===== src/hw/rtl/brg_pkg.sv =====
// ----------------------------------------------------------------------------
// brg_pkg
// Shared types, codes and defaults of the breakpoint ramp generator.
// ----------------------------------------------------------------------------
`default_nettype none

package brg_pkg;

    localparam int MAX_SEGMENTS_DEF     = 64;
    localparam int DEFAULT_GRAIN_MS_DEF = 20;
    localparam int FRAC_BITS_DEF        = 16;

    localparam int VAL_W = 32;
    localparam int DUR_W = 31;
    localparam int OP_W  = 4;
    localparam int CIX_W = 2;

    localparam logic [OP_W-1:0] OP_TICK   = 4'd0;
    localparam logic [OP_W-1:0] OP_RTIME  = 4'd1;
    localparam logic [OP_W-1:0] OP_GRAIN  = 4'd2;
    localparam logic [OP_W-1:0] OP_TARGET = 4'd3;
    localparam logic [OP_W-1:0] OP_PAIR   = 4'd4;
    localparam logic [OP_W-1:0] OP_STOP   = 4'd5;
    localparam logic [OP_W-1:0] OP_PAUSE  = 4'd6;
    localparam logic [OP_W-1:0] OP_RESUME = 4'd7;
    localparam logic [OP_W-1:0] OP_SET    = 4'd8;

    localparam logic [CIX_W-1:0] CFG_FLOAT   = 2'd0;
    localparam logic [CIX_W-1:0] CFG_INITIAL = 2'd1;

    typedef enum logic [3:0] {
        ST_IDLE,
        ST_DECODE,
        ST_TICK_CHK,
        ST_MOD_WAIT,
        ST_RUN,
        ST_MUL2,
        ST_DIV_GO,
        ST_DIV_WAIT,
        ST_BEG_RD,
        ST_BEG_LD,
        ST_BEG_MUL,
        ST_BEG_FIN,
        ST_EMIT
    } brg_state_t;

    typedef struct packed {
        logic latch;
        logic set_pending;
        logic set_grain;
        logic halt;
        logic push;
        logic push_pending;
        logic start;
        logic pause;
        logic resume;
        logic set_now;
        logic tick_inc;
        logic div_start;
        logic div_mod;
        logic mul1;
        logic mul2;
        logic value_load;
        logic value_goal;
        logic beg_empty;
        logic mark_arrived;
        logic beg_read;
        logic beg_load;
        logic beg_mul;
        logic beg_fin;
        logic emit;
        logic run_end;
    } brg_cmd_t;

    typedef struct packed {
        logic [OP_W-1:0] op;
        logic            last;
        logic            running;
        logic            run_active;
        logic            paused_run;
        logic            len_zero;
        logic            done;
        logic            q_empty;
        logic            div_done;
        logic            rem_zero;
        logic            slot_free;
    } brg_stat_t;

endpackage

`default_nettype wire


===== src/hw/rtl/brg_ctrl.sv =====
// ----------------------------------------------------------------------------
// brg_ctrl
// Sequencer of the ramp generator: decodes items, steps segments and results.
// ----------------------------------------------------------------------------
`default_nettype none

module brg_ctrl (
    input  wire logic              clk,
    input  wire logic              rst_n,
    input  wire logic              in_valid,
    output logic                   in_stall,
    input  wire brg_pkg::brg_stat_t stat,
    output brg_pkg::brg_cmd_t      cmd
);
    import brg_pkg::*;

    brg_state_t state_reg, state_next;
    logic       from_run_reg, from_run_next;
    logic       again_reg, again_next;

    always_ff @(posedge clk or negedge rst_n)
    begin
        if (!rst_n)
        begin
            state_reg    <= ST_IDLE;
            from_run_reg <= 1'b0;
            again_reg    <= 1'b0;
        end
        else
        begin
            state_reg    <= state_next;
            from_run_reg <= from_run_next;
            again_reg    <= again_next;
        end
    end

    always_comb
    begin
        state_next    = state_reg;
        from_run_next = from_run_reg;
        again_next    = again_reg;
        cmd           = '0;
        in_stall      = 1'b1;
        case (state_reg)
            ST_IDLE:
            begin
                in_stall = 1'b0;
                if (in_valid)
                begin
                    cmd.latch  = 1'b1;
                    state_next = ST_DECODE;
                end
            end
            ST_DECODE:
            begin
                state_next = ST_IDLE;
                case (stat.op)
                    OP_TICK:
                    begin
                        if (stat.run_active)
                        begin
                            if (stat.len_zero)
                            begin
                                state_next = ST_RUN;
                            end
                            else
                            begin
                                cmd.tick_inc = 1'b1;
                                state_next   = ST_TICK_CHK;
                            end
                        end
                    end
                    OP_RTIME:  cmd.set_pending = 1'b1;
                    OP_GRAIN:  cmd.set_grain = 1'b1;
                    OP_TARGET:
                    begin
                        cmd.halt         = 1'b1;
                        cmd.push         = 1'b1;
                        cmd.push_pending = 1'b1;
                        cmd.start        = 1'b1;
                        from_run_next    = 1'b0;
                        state_next       = ST_BEG_RD;
                    end
                    OP_PAIR:
                    begin
                        cmd.halt = stat.running;
                        cmd.push = 1'b1;
                        if (stat.last)
                        begin
                            cmd.start     = 1'b1;
                            from_run_next = 1'b0;
                            state_next    = ST_BEG_RD;
                        end
                    end
                    OP_STOP:   cmd.halt = 1'b1;
                    OP_PAUSE:  cmd.pause = stat.run_active;
                    OP_RESUME:
                    begin
                        if (stat.paused_run)
                        begin
                            cmd.resume = 1'b1;
                            if (stat.len_zero)
                            begin
                                state_next = ST_RUN;
                            end
                        end
                    end
                    OP_SET:
                    begin
                        cmd.halt    = 1'b1;
                        cmd.set_now = 1'b1;
                    end
                    default: state_next = ST_IDLE;
                endcase
            end
            ST_TICK_CHK:
            begin
                if (stat.done)
                begin
                    state_next = ST_RUN;
                end
                else
                begin
                    cmd.div_start = 1'b1;
                    cmd.div_mod   = 1'b1;
                    state_next    = ST_MOD_WAIT;
                end
            end
            ST_MOD_WAIT:
            begin
                if (stat.div_done)
                begin
                    state_next = stat.rem_zero ? ST_RUN : ST_IDLE;
                end
            end
            ST_RUN:
            begin
                if (stat.done)
                begin
                    cmd.value_load = 1'b1;
                    cmd.value_goal = 1'b1;
                    from_run_next  = 1'b1;
                    state_next     = ST_BEG_RD;
                end
                else
                begin
                    cmd.mul1   = 1'b1;
                    state_next = ST_MUL2;
                end
            end
            ST_MUL2:
            begin
                cmd.mul2   = 1'b1;
                state_next = ST_DIV_GO;
            end
            ST_DIV_GO:
            begin
                cmd.div_start = 1'b1;
                state_next    = ST_DIV_WAIT;
            end
            ST_DIV_WAIT:
            begin
                if (stat.div_done)
                begin
                    cmd.value_load = 1'b1;
                    again_next     = 1'b0;
                    state_next     = ST_EMIT;
                end
            end
            ST_BEG_RD:
            begin
                if (stat.q_empty)
                begin
                    cmd.beg_empty = 1'b1;
                    if (from_run_reg)
                    begin
                        cmd.mark_arrived = 1'b1;
                        again_next       = 1'b0;
                        state_next       = ST_EMIT;
                    end
                    else
                    begin
                        state_next = ST_IDLE;
                    end
                end
                else
                begin
                    cmd.beg_read = 1'b1;
                    state_next   = ST_BEG_LD;
                end
            end
            ST_BEG_LD:
            begin
                cmd.beg_load = 1'b1;
                state_next   = ST_BEG_MUL;
            end
            ST_BEG_MUL:
            begin
                cmd.beg_mul = 1'b1;
                state_next  = ST_BEG_FIN;
            end
            ST_BEG_FIN:
            begin
                cmd.beg_fin = 1'b1;
                if (from_run_reg)
                begin
                    again_next = stat.len_zero;
                    state_next = ST_EMIT;
                end
                else
                begin
                    state_next = stat.len_zero ? ST_RUN : ST_IDLE;
                end
            end
            ST_EMIT:
            begin
                if (stat.slot_free)
                begin
                    cmd.emit    = 1'b1;
                    cmd.run_end = !again_reg;
                    state_next  = again_reg ? ST_RUN : ST_IDLE;
                end
            end
            default: state_next = ST_IDLE;
        endcase
    end

endmodule

`default_nettype wire


===== config.mk =====
export PLATFORM = sky130hd
export DESIGN_NAME = brg_ctrl
export DESIGN_NICKNAME = d
export VERILOG_FILES = /design/src/hw/rtl/brg_pkg.sv /design/src/hw/rtl/brg_ctrl.sv
export SDC_FILE = /design/constraint.sdc
export NUM_CORES = 1
export LEC_CHECK = 0
export ABC_AREA = 1
export BUFFER_PORTS_ARGS = -buffer_cell sky130_fd_sc_hd__buf_4
export CAP_MARGIN = 10
export CORE_MARGIN = 1.5
export CORE_UTILIZATION = 45
export DETAILED_ROUTE_END_ITERATION = 6
export GPL_ROUTABILITY_DRIVEN = 0
export PLACE_DENSITY_LB_ADDON = 0.05
export SETUP_SLACK_MARGIN = 0.05
export SYNTH_ARGS = -nofsm -noshare
export SYNTH_HDL_FRONTEND = slang
export SYNTH_SLANG_ARGS = --single-unit

===== constraint.sdc =====
create_clock -name clk -period 1.38 [get_ports clk]
set_input_delay 0.276 -clock clk [delete_from_list [all_inputs] [get_ports clk]]
set_output_delay 0.276 -clock clk [all_outputs]
set_load 0.01 [all_outputs]

==> results of run 1 <==
logic make-up after synthesis:
kind of cell,synth area share
AND/OR/NAND/NOR,0.588
buffers and inverters,0.162
AO/OA/AOI/OAI,0.0754
flip-flops,0.174
metrics by stage:
stage / hold WS, ns / utilization
floorplan: -0.0196 / -
global placement: 0.0867 / 0.756
detailed placement: 0.0886 / 0.756
CTS: 0.355 / 0.874
synth_stat cells, drive strengths merged:
cell type / number / area (um2)
o22ai: 1 / 6.26
o211ai: 2 / 15.0
a31oi: 1 / 6.26
buf: 1 / 11.3
nand2: 49 / 219
nand3: 21 / 110
nor2: 25 / 133
dfrtp: 6 / 150
nand4: 2 / 12.5
nand3b: 1 / 7.51
nor3: 4 / 20.0
clkinv: 2 / 12.5
o21ai: 6 / 37.5
nor4: 1 / 6.26
inv: 31 / 116
timing repair:
action / CTS
endpoints found under the setup margin: 30
pin swaps: 5
cloned: 0
resized for setup: 31
hold buffers: 1
setup buffers: 13
hold endpoints to repair: 6
==> results.ini, run 1 <==
[synthesis]
syn-instance-count=153
synth_seq_cells=6
synth_nets=170
syn_avg_cell_area_um2=5.64
ys_seq_area_frac=0.174
synth_cell_types=25
ys_warn_count=0
synth_area_um2=863

[floorplanning]
initial_core_util=0.489
row_count=15
io_pins=43
fp.dieW_um=46.8
die_h_um=46.8

[place]
placed_area_mm2=0.00133
post-place-cells=234
port_buffers=42
dp_hpwl_mm=2.21
pre_cts_ws_ns=-0.126

[clocking]
root_buffer=clkbuf_4
h-tree-depth=1
cts_sinks=6
max-clock-path-buffers=2
cts_buffers=3

[run_status]
status=did not finish
stop_stage=global routing
tool.error=[ERROR DPL-0038] Utilization greater than 100%, impossible to legalize

[sta]
endpoint_type=primary output
worst_endpoint=cmd[14]

[global_route]
grt_max_degree=9

==> run 2: changes to the inputs <==
--- a/config.mk
+++ b/config.mk
@@ -8,12 +8,11 @@
 export ABC_AREA = 1
 export BUFFER_PORTS_ARGS = -buffer_cell sky130_fd_sc_hd__buf_4
 export CAP_MARGIN = 10
-export CORE_MARGIN = 1.5
-export CORE_UTILIZATION = 45
+export CORE_AREA = 2 2 63 65
 export DETAILED_ROUTE_END_ITERATION = 6
+export DIE_AREA = 0 0 65 67
 export GPL_ROUTABILITY_DRIVEN = 0
-export PLACE_DENSITY_LB_ADDON = 0.05
-export SETUP_SLACK_MARGIN = 0.05
+export PLACE_DENSITY_LB_ADDON = 0.15
 export SYNTH_ARGS = -nofsm -noshare
 export SYNTH_HDL_FRONTEND = slang
 export SYNTH_SLANG_ARGS = --single-unit
==> run 2 against run 1 <==
Effect of this change: the flow now finishes, with violations (setup timing); synthesized cell count unchanged; synthesized area stayed put.
==> results.ini, run 2 <==
[worst_setup_path]
arrival_ns=1.42
r2r-end=state_reg[3]
crit_type=reg -> out
cpMostUsedCell=nand2_4
critPathSlowestCell=dfrtp_2
critPathLaunchType=flop
worst-path-buf-inv=3
cp.required_ns=1.10
worstPathCellList=inv_2, nand2_4, nor2_8, nand2_4, nand2_2, nand2_4, inv_2, buf_6
path_depth=8
r2r-start=state_reg[3]
cpLargestDelayFamily=simple AND/OR/NAND/NOR gates
cpPeakStageDelay_ns=0.43
r2r_slack_ns=-0.11
end_kind=output port
r2r_cells=12
worstPathMaxFanout=8

[run_status]
failed_checks=setup timing
status=complete, but fails checks

[min_path]
worstHoldPathType=in -> async

[routing]
first_pass_iters=4
avgViaCountPerCell=4.39
drtIter0Drc=41
vias=1241
wl_met1_mm=1.43
wl_met2_mm=1.71
routed_wl_mm=3.22
met3_wirelength_um=72
ant_nets=0
drc=0
wl_per_cell_um=11.4
top_layer=met3

[clocking]
root_buffer=clkbuf_8
cts_sinks=6
h-tree-depth=1
clk_latency_ns=0.22
max-clock-path-buffers=2
clk_pin_slew_ns=0.04
cts_tree=done
cts_buffers=3

[pwr]
swShare=0.475
power.leakage_nw=1.06
combPwrFrac=0.786
power.switching_mw=1.37
p_seq_frac=0.122
clock_power_share=0.091
power_density_mw_per_mm2=1590
ir_drop_uv=643
internal_power_mw=1.52

[place]
pre_cts_ws_ns=-0.111
port_buffers=42
post-place-cells=265
dp_hpwl_mm=2.49

[floorplanning]
dieArea_mm2=0.00436
initial_core_util=0.239
io_pins=43
die_h_um=67
row_count=22
core_area_mm2=0.00361
fp.dieW_um=65

[synthesis]
synth_nets=170
syn-instance-count=153
synthSimpleGateAreaFrac=0.588
yosys.area.top_type=dfrtp_1
netlist.area_leader.share=0.174
synth.most_common_cell=nand2_1
synth_mux_area_frac=0
synth_seq_cells=6
synth_cell_types=25
synth_area_um2=863
synth_commonest_cells=39 x nand2_1, 27 x inv_1, 20 x nand3_1
ys_warn_count=0
synth-edff-count=0
synth_compound_area_frac=0.0754
synthArstFlopShare=1.00
syn_avg_cell_area_um2=5.64
synthXorXnorAreaFrac=0
synth.area.top_cells=dfrtp_1 17%, nand2_1 17%, inv_1 12%, nand3_1 12%, nor2_1 7.4%
ys_seq_area_frac=0.174
synth_fa_ha_area_frac=0
synth_top_family_by_area=simple AND/OR/NAND/NOR gates
ys.flop_type=dfrtp_1

[global_route]
grtUsageTotal=0.147
gr-total-overflow=0
grt_pass1_wl_mm=4.91
antenna_found_initial=0
grt_pass1_vias=1162
grt_max_degree=9

[cells_and_area]
final_common_cell=buf_4
n_antenna_cell=0
largest_register_ffs=4
finalNetCount=254
fin_cells=283
fin_util=0.504
n_fill_cell=369
layout_common_cells=58 x buf_4, 32 x nand2_1, 21 x buf_6, 20 x inv_1, 14 x nand3_1
area_growth_pct=111
drive_gt1_frac=0.617

[sta]
grt_setup_unrepaired=yes
final_hold_viol_count=0
slew_violations=0
fin_crit_sh=1.23
min_period_ns=1.70
max_slew_margin=0.814
finClkSkew_ns=0.00553
setup_viol=30
setup_ws_ns=-0.316
max_freq_mhz=590
max_slew.worst_pin.slew_ns=0.279

[run]
drv_cap=0

run 2: cell counts after synthesis:
Identical to the previous run, type by type.
run 2: timing repair:
action | 4_1_cts | 5_1_grt
buffers inserted | 5 | 11
gates resized for setup | 11 | 62
endpoints found under the hold margin | 6 | 0
setup endpoints to repair | 28 | 31
hold buffers | 1 | 0
pin swaps | 4 | 23
run 2: stage by stage:
step,setup TNS [ns],hold slack [ns],total power [mW],instance area (um2)
final,-5.21,0.399,2.89,1820
after global routing,-7.54,0.400,3.11,1820
after global placement,-0.356,0.0906,1.92,1410
after detailed placement,-0.584,0.0902,1.93,1410
after CTS,-5.45,0.390,2.37,1540
after floorplan,-0.00274,-0.0196,1.27,875
run 2: kinds of logic (layout without fill, tap and decap cells):
logic type / after synthesis / in the layout
simple gates: 103 / 103
buf+inv: 34 / 116
compound gates: 10 / 10
flops: 6 / 6
run 2: routing by layer:
layer  global-route usage  up-vias
li1                     -      644
met4               0.0319        0
met2                0.262       21
met1                0.184      576
met3               0.0270        0
met5                    0        -
run 2: cell type report:
class,instances,area [um2],area share
clock buffers,3,41.3,0.0227
repair buffers,80,682,0.375
multi-input cells,113,751,0.413
well taps,48,60.1,0.0330
flip-flops and latches,6,154,0.0847
inverters,33,130,0.0716
run 2: worst max path at each step:
stage            startpoint       to  slack, ns
2_1_floorplan  state_reg[2]  cmd[23]     -0.003
3_3_place_gp   state_reg[2]  cmd[14]      -0.06
3_5_place_dp   state_reg[2]  cmd[14]      -0.11
4_1_cts        state_reg[2]  cmd[24]      -0.27
5_1_grt        state_reg[1]  cmd[18]      -0.39
6_report       state_reg[1]  cmd[18]      -0.32
run 2: power by group through the flow:
stage	clock [mW]	combinational, mW	sequential (mW)
global placement	0	1.57	0.343
floorplan	0	0.939	0.334
finish	0.264	2.27	0.354
global route	0.282	2.46	0.368
detailed placement	0	1.58	0.344
CTS	0.274	1.77	0.324
(Power assumes the default switching activity.)
==> run 3: changes to the inputs <==
--- a/config.mk
+++ b/config.mk
@@ -6,7 +6,7 @@
 export NUM_CORES = 1
 export LEC_CHECK = 0
 export ABC_AREA = 1
-export BUFFER_PORTS_ARGS = -buffer_cell sky130_fd_sc_hd__buf_4
+export BUFFER_PORTS_ARGS = -buffer_cell sky130_fd_sc_hd__buf_2
 export CAP_MARGIN = 10
 export CORE_AREA = 2 2 63 65
 export DETAILED_ROUTE_END_ITERATION = 6
==> run 3 against run 2 <==
Effect of this change: the run still ends with setup timing left; final cell count up 4.6%; sequential share of layout area down 0.24 points; non-clock buffer count increased by 13; worst setup slack better by 0.013 ns; sequential cell count unchanged; largest cell class unchanged; highest routed layer unchanged.
==> results.ini, run 3 (same netlist as run 2, synthesis figures left out) <==
[run_status]
status=complete, but fails checks
failed_checks=setup timing

[sta]
slew_violations=0
min_period_ns=1.68
tns_ns=-5.68
fin_crit_sh=1.22
max_slew_margin=0.828
finClkSkew_ns=0.00691
setup_ws_ns=-0.304
grt_setup_unrepaired=yes
setup_viol=31
max_slew.worst_pin.slew_ns=0.257
max_freq_mhz=594
final_hold_viol_count=0

[clocking]
cts_tree=done
h-tree-depth=1
cts_sinks=6
cts_buffers=3
clk_latency_ns=0.23
root_buffer=clkbuf_8
clk_pin_slew_ns=0.04
max-clock-path-buffers=2

[place]
post-place-cells=266
dp_hpwl_mm=2.40
port_buffers=42

[pwr]
combPwrFrac=0.802
p_seq_frac=0.113
swShare=0.472
power_mw=3.27
ir_drop_uv=720
power.switching_mw=1.54
clock_power_share=0.084
internal_power_mw=1.73
power_density_mw_per_mm2=1750
power.leakage_nw=1.11

[global_route]
grt_util_met3=0.0253
gr-total-overflow=0
use_met2=0.273
grtUsageTotal=0.156
grt_max_degree=8
use_met1=0.202
busiest_layer=met2
antenna_found_initial=0
grt_pass1_vias=1169
grt_pass1_wl_mm=5.23

[cells_and_area]
area_growth_pct=117
final_common_cell=buf_4
finalNetCount=267
drive_gt1_frac=0.633
largest_register_ffs=4
n_antenna_cell=0
fin_cells=296
layout_common_cells=38 x buf_4, 33 x buf_2, 31 x nand2_1, 21 x inv_1, 19 x buf_6
fin_util=0.519

[routing]
drc=0
vias=1302
drtIter0Drc=69
first_pass_iters=4
wl_per_cell_um=11.9
avgViaCountPerCell=4.40
ant_nets=0
routed_wl_mm=3.52

[worst_setup_path]
arrival_ns=1.41
crit_type=reg -> out
worstPathMaxFanout=7
end_kind=output port
critPathLaunchType=flop
cp.required_ns=1.10

[floorplanning]
io_pins=43
row_count=22
initial_core_util=0.239
core_area_mm2=0.00361
fp.dieW_um=65
dieArea_mm2=0.00436
die_h_um=67

[min_path]
worstHoldPathType=in -> reg

[run]
drv_cap=0

-- run 3: final timing paths --
path / startpoint / to / slack [ns] / cells after the start
min in group asynchronous: rst_n / from_run_reg / 0.41 / 2
max reg2reg: state_reg[0] / state_reg[0] / -0.15 / 9
max: state_reg[1] / cmd[18] / -0.30 / 8
min: stat[0] / state_reg[3] / 0.40 / 4
max in group asynchronous: rst_n / state_reg[1] / 0.80 / 2
min reg2reg: again_reg / again_reg / 0.53 / 2
-- run 3: power by group through the flow --
stage	clock network [mW]	logic [mW]	registers (mW)
floorplan	0	0.939	0.334
global placement	0	1.55	0.343
detailed placement	0	1.52	0.344
CTS	0.277	2.18	0.351
global route	0.287	2.81	0.379
finish	0.276	2.63	0.370
-- run 3: worst max-delay path, cell delays in order, from the launching register on --
cell	delay (ns)
dfrtp_2	0.43
inv_2	0.10
nand2_4	0.07
nor2_8	0.20
nand2_4	0.09
nand2_4	0.07
nand2_2	0.06
inv_2	0.06
buf_6	0.10
-- run 3: layout make-up --
| type | count | area (um2) |
|---|---|---|
| clock buffer | 3 | 41.3 |
| inverter | 33 | 134 |
| timing repair buffer | 93 | 722 |
| fill | 352 | 1740 |
| tap | 48 | 60.1 |
| sequential | 6 | 154 |
| multi-input combinational | 113 | 759 |
-- run 3: per-stage QoR --
step	hold slack (ns)	cell area, um2	setup WS (ns)
finish	0.399	1870	-0.304
global placement	0.114	1330	-0.0506
floorplan	-0.0196	875	-0.00274
detailed placement	0.114	1330	-0.0518
global route	0.413	1870	-0.365
CTS	0.407	1670	-0.269
-- run 3: what timing repair did --
item	CTS	global route
setup buffers	32	9
hold buffers	1	0
endpoints found under the hold margin	6	0
pin swaps	11	13
gates resized for setup	37	38
setup endpoints to repair	30	31
gates cloned	1	0
-- run 3: layer usage --
layer  vias up  share of wire  routed length [um]
met4         0              0                   0
met1       610           0.44                1540
met5         -              0                   0
li1        667              -                   -
met3         0          0.024                  85
met2        25           0.54                1900
